<file path="src/rtl/core/bmpu_pkg.sv">
package bmpu_pkg;

  // size limits
  localparam int MAX_WIDTH       = 1024;
  localparam int MAX_HEIGHT      = 1024;
  localparam int PALETTE_ENTRIES = 256;
  localparam int PAL_AW          = (PALETTE_ENTRIES > 1) ? $clog2(PALETTE_ENTRIES) : 1;

  // field widths
  localparam int DIM_W   = 11;
  localparam int BPP_W   = 6;
  localparam int IDX_W   = 20;
  localparam int COLOR_W = 24;
  localparam int BYTE_W  = 8;
  localparam int APB_AW  = 4;
  localparam int APB_DW  = 32;

  // register indexes (paddr word address)
  localparam logic [1:0] REG_WIDTH  = 2'd0;
  localparam logic [1:0] REG_HEIGHT = 2'd1;
  localparam logic [1:0] REG_BPP    = 2'd2;

  // register reset values
  localparam logic [DIM_W-1:0] RST_WIDTH  = 11'd1;
  localparam logic [DIM_W-1:0] RST_HEIGHT = 11'd1;
  localparam logic [BPP_W-1:0] RST_BPP    = 6'd8;

  // supported depths
  localparam logic [BPP_W-1:0] BPP_1  = 6'd1;
  localparam logic [BPP_W-1:0] BPP_4  = 6'd4;
  localparam logic [BPP_W-1:0] BPP_8  = 6'd8;
  localparam logic [BPP_W-1:0] BPP_24 = 6'd24;
  localparam logic [BPP_W-1:0] BPP_32 = 6'd32;

  // transaction kinds
  localparam logic MODE_PAL  = 1'b0;
  localparam logic MODE_DATA = 1'b1;

  // effective configuration seen by the datapath
  typedef struct packed {
    logic [DIM_W-1:0] width;
    logic [DIM_W-1:0] height;
    logic [BPP_W-1:0] bpp;
  } cfg_t;

endpackage

</file>
<file path="src/rtl/core/bmpu_regs.sv">
module bmpu_regs (
  input  logic                       clk,
  input  logic                       rst_n,
  input  logic                       psel,
  input  logic                       penable,
  input  logic                       pwrite,
  input  logic [bmpu_pkg::APB_AW-1:0] paddr,
  input  logic [bmpu_pkg::APB_DW-1:0] pwdata,
  output logic [bmpu_pkg::APB_DW-1:0] prdata,
  output logic                       pready,
  output bmpu_pkg::cfg_t             cfg
);
  import bmpu_pkg::*;

  logic [DIM_W-1:0] width_r;
  logic [DIM_W-1:0] height_r;
  logic [BPP_W-1:0] bpp_r;
  logic             wr_en;
  logic [1:0]       reg_sel;

  assign pready  = 1'b1;
  assign wr_en   = psel && penable && pwrite;
  assign reg_sel = paddr[3:2];

  always_ff @(posedge clk) begin
    if (!rst_n) begin
      width_r  <= RST_WIDTH;
      height_r <= RST_HEIGHT;
      bpp_r    <= RST_BPP;
    end else if (wr_en) begin
      unique case (reg_sel)
        REG_WIDTH:  width_r  <= pwdata[DIM_W-1:0];
        REG_HEIGHT: height_r <= pwdata[DIM_W-1:0];
        REG_BPP:    bpp_r    <= pwdata[BPP_W-1:0];
        default: ;
      endcase
    end
  end

  always_comb begin
    unique case (reg_sel)
      REG_WIDTH:  prdata = APB_DW'(width_r);
      REG_HEIGHT: prdata = APB_DW'(height_r);
      REG_BPP:    prdata = APB_DW'(bpp_r);
      default:    prdata = '0;
    endcase
  end

  // sizes saturate at the supported maximum
  always_comb begin
    cfg.width  = (int'(width_r) > MAX_WIDTH) ? DIM_W'(MAX_WIDTH) : width_r;
    cfg.height = (int'(height_r) > MAX_HEIGHT) ? DIM_W'(MAX_HEIGHT) : height_r;
    cfg.bpp    = bpp_r;
  end

endmodule

</file>
<file path="config.mk">
export PLATFORM = sky130hd
export DESIGN_NAME = bmpu_regs
export DESIGN_NICKNAME = d
export VERILOG_FILES = /design/src/rtl/core/bmpu_pkg.sv /design/src/rtl/core/bmpu_regs.sv
export SDC_FILE = /design/constraint.sdc
export NUM_CORES = 1
export LEC_CHECK = 0
export ABC_AREA = 1
export BUFFER_PORTS_ARGS = -buffer_cell sky130_fd_sc_hd__buf_4
export CELL_PAD_IN_SITES_DETAIL_PLACEMENT = 0
export CELL_PAD_IN_SITES_GLOBAL_PLACEMENT = 1
export CORE_UTILIZATION = 29
export CTS_CLUSTER_SIZE = 24
export DETAILED_ROUTE_END_ITERATION = 8
export PLACE_DENSITY_LB_ADDON = 0.1
export SYNTH_ARGS = -nofsm -noshare
export SYNTH_HDL_FRONTEND = slang
export SYNTH_SLANG_ARGS = --single-unit
</file>
<file path="constraint.sdc">
create_clock -name clk -period 2.1 [get_ports clk]
set_input_delay 0.105 -clock clk [delete_from_list [all_inputs] [get_ports clk]]
set_output_delay 0.105 -clock clk [all_outputs]
set_load 0.02 [all_outputs]
</file>
# Word-level counts from Yosys, hierarchy flattened
# Cells that the tools add are included.
# word_totals
inputBits,41
output_inout_bits,61
ff_bits,28
word_cells,16
# classes
eq_ne,2
mux,3
n_reduce_logical,6
order_cmp,2
# op_table
op,count
11-bit case mux with 3 select lines,1
"11-bit greater-than comparator, second input constant",2
11-bit 2-to-1 mux,2
2-bit AND reduction,3
"2-bit by 1-bit equality test with 1-bit output, second input constant",1
"2-bit equality test, second input constant",1
1-bit logical AND,2
2-bit logical NOT,1

# Depth between registers and ports, before layout
# logic_depth
word_depth,3
mapped_depth,6
mapped_depth_nobuf,6

# Least setup slack after synthesis
# Ideal clock, no wire load.
# synth_path
kind,reg2out
from,register width_r[8]
to,output cfg[17] in the netlist's numbering
t_arrival_ns,0.960
path_buffers,0
required_time_ns,1.995
path_stages_with_launch,6
slack_ns,1.035
path_cell_list,dfxtp_1 -> nor2_1 -> nand3_1 -> nor2_1 -> nor2_2 -> nor2_1
# synth_rtl
element,line_no,source
from (decl),bmpu_regs.sv:15,logic [DIM_W-1:0] width_r;
from (signal assigned),bmpu_regs.sv:32,REG_WIDTH: width_r <= pwdata[DIM_W-1:0];
to (decl),bmpu_regs.sv:11,output bmpu_pkg::cfg_t cfg

==> summary.txt <==
Final layout
  – Most common cell after layout, fill and taps aside: nor2_1
  – Most frequent cells in the layout: nor2_1 (80), buf_4 (57), dfxtp_1 (28)
  – Register area: 561 sq um
  – P&R area growth vs syn: 26.8%
  – Footprint of the multi-input gates: 764 sq um
  – NumNets Final: 323
  – Fraction of layout cells with a size suffix above 1: 0.274
  – Final-layout fill cell count: 594
  – Diode count: 0

STA
  – Final setup vio count: 0
  – Setup TNS: 0 ns
  – Max Slew Vio Count: 0
  – Fmax achieved: 0.623 GHz
  – Post-route clock period utilization: 0.764
  – Worst clock skew: 0 ns
  – Number of hold violations in the final report: 0
  – Fin Hold WS: 0.0622 ns
  – Crit path time final: 1.60 ns
  – RSZ-0062 raised after global routing: false

Floorplanning
  – Core Region: 0.00517 sq mm
  – Die Y: 75.8 microns
  – Rows: 26
  – Die width: 75.8 microns
  – Initial core utilization: 0.305
  – I/O pin total: 102
  – Die area: 0.00574 sq mm

Worst setup path
  – Worst Path Arrival: 1.50 ns
  – Critical Path RT: 2.00 ns
  – Crit. End Element: primary output
  – Worst R2R Setup Slack: 1.44 ns
  – CP Cell Sequence: nor2_1 -> nand3_1 -> nor2_1 -> nor2_2 -> nor2_1 -> buf_4
  – CP delay by family, top: simple AND/OR/NAND/NOR gates
  – Setup crit start kind: flop
  – Crit path max fanout: 9
  – CP max stage delay: 0.39 ns
  – WS Path Type: reg2out
  – Most frequent CP cell: nor2_1
  – CP max-delay cell: dfxtp_1
  – CP bufs+invs: 1

CTS
  – Worst-Skew Late Latency: 0.28 ns
  – Setup repair bufs after CTS: 0
  – CTS clk-pin slew, worst paths: 0.10 ns
  – CTS resizes: 0
  – CTS tree: yes
  – Maximum clock path buffer count: 2
  – CTS HTree Levels: 1
  – CTS Hold Buffers Added: 0
  – CTS Buf Count: 3
  – Root Buffer: clkbuf_8
  – Clk sink count: 28

Drt
  – Wire per inst: 13.0 microns
  – Routed wl met2: 2150 microns
  – WL met3: 256 microns
  – DRC violations left: 0
  – Vias per cell: 4.28
  – Routed WL: 4550 microns
  – Post-route ant nets: 0
  – Drt pass-1 iters: 4
  – Met1 Wirelength: 2130 microns
  – Max Used Layer: met4
  – Initial DRC Count: 73
  – DR vias: 1503

Run status
  – Status: completed

Logic synthesis
  – Number of library cell types mapped by synthesis: 23
  – Post-Syn Area: 0.00158 sq mm
  – Synth Area per Inst: 6.83 sq um
  – Synth Instances: 231
  – Synth warn: 0
  – #FFs+latches synth: 28
  – Sequential share of the synthesized area: 0.355

Power and ir drop
  – Max rail drop VDD: 0.000279 V
  – Power per cell area: 543 mW/mm^2
  – Leakage: 0.970 nW

Global routing
  – Vias in the first global route: 1380
  – Initial antenna violation count: 0
  – Total GRT Usage: 0.169
  – Gr ovfl total: 0
  – First-pass GRT wire length: 7090 microns
  – Largest net degree at the start of global routing: 29

Place
  – DPL Wire Length: 3500 microns
  – Gpl congestion: 0.736
  – Port Buffers: 56

Min path
  – HP Class: in2reg

Job
  – MaxCap Viol Count: 0
==> layer usage <==
layer / track usage / up-vias
li1: - / 777
met1: 0.245 / 667
met2: 0.269 / 57
met3: 0.0278 / 2
met4: 0.0247 / 0
met5: 0 / -
==> sequential cells by signal, summed over array words and instances (netlist names) <==
signal and count:
bpp_r 6, height_r 11, width_r 11
==> Yosys cell counts <==
cell type | count | area [sq um]
o22ai_1 | 5 | 31.3
o21ai_2 | 4 | 35.0
nor2_2 | 2 | 12.5
conb_1 | 2 | 7.51
nand3_4 | 1 | 17.5
buf_2 | 3 | 15.0
clkbuf_1 | 2 | 7.51
nand3_1 | 5 | 25.0
inv_2 | 4 | 15.0
nor2_1 | 80 | 300
o221ai_1 | 6 | 52.6
buf_6 | 2 | 22.5
clkbuf_4 | 1 | 7.51
o21ai_1 | 5 | 25.0
buf_4 | 22 | 165
o21ai_0 | 16 | 80.1
nand2_1 | 11 | 41.3
dfxtp_1 | 28 | 561
clkbuf_2 | 1 | 5.00
nand2_2 | 2 | 12.5
o211ai_1 | 2 | 15.0
nor2_4 | 3 | 33.8
inv_1 | 24 | 90.1
==> stage by stage <==
stage	instances	worst slack [ns]	power, mW	util	area (sq um)
5_1_grt	351	0.352	1.14	0.387	2000
3_5_place_dp	347	0.772	0.758	0.376	1950
3_3_place_gp	347	0.785	0.759	0.376	1950
4_1_cts	351	0.447	1.10	0.387	2000
6_report	351	0.496	1.09	0.387	2000
2_1_floorplan	251	1.04	0.712	-	1650
==> kinds of logic (layout without fill, tap and decap cells) <==
| kind of cell | after synthesis | count (layout) | synth area share |
|---|---|---|---|
| compound gates | 38 | 38 | 0.151 |
| buf+inv | 59 | 89 | 0.208 |
| flops | 28 | 28 | 0.355 |
| other cells | 2 | 22 | 0.00476 |
| simple gates | 104 | 104 | 0.281 |
==> power by group <==
| part | leakage, nW | switching [mW] | total (mW) | internal, mW |
|---|---|---|---|---|
| Clock | 0.0288 | 0.175 | 0.343 | 0.168 |
| Combinational | 0.714 | 0.130 | 0.193 | 0.0632 |
| Sequential | 0.227 | 0.00854 | 0.551 | 0.542 |
==> layout make-up <==
cell class,instances,area share
clock buffers,4,0.0275
well taps,70,0.0438
repair buffers,57,0.214
inverters,28,0.0525
flip-flops and latches,28,0.280
multi-input cells,164,0.382
==> worst min-delay path, delay by kind of cell <==
| kind | cells | cell delay [ns] |
|---|---|---|
| buf+inv | 1 | 0.09 |
| simple gates | 2 | 0.12 |
==> worst paths after layout <==
check / startpoint / end / cells past startpoint
worst max-delay path: width_r[2] / cfg[17] / 6
worst min-delay path: pwdata[8] / width_r[8] / 3
worst max register to register: bpp_r[5] / bpp_r[5] / 2
worst min register to register: bpp_r[3] / bpp_r[3] / 2
Note: power is estimated with default switching activity, not from simulation.
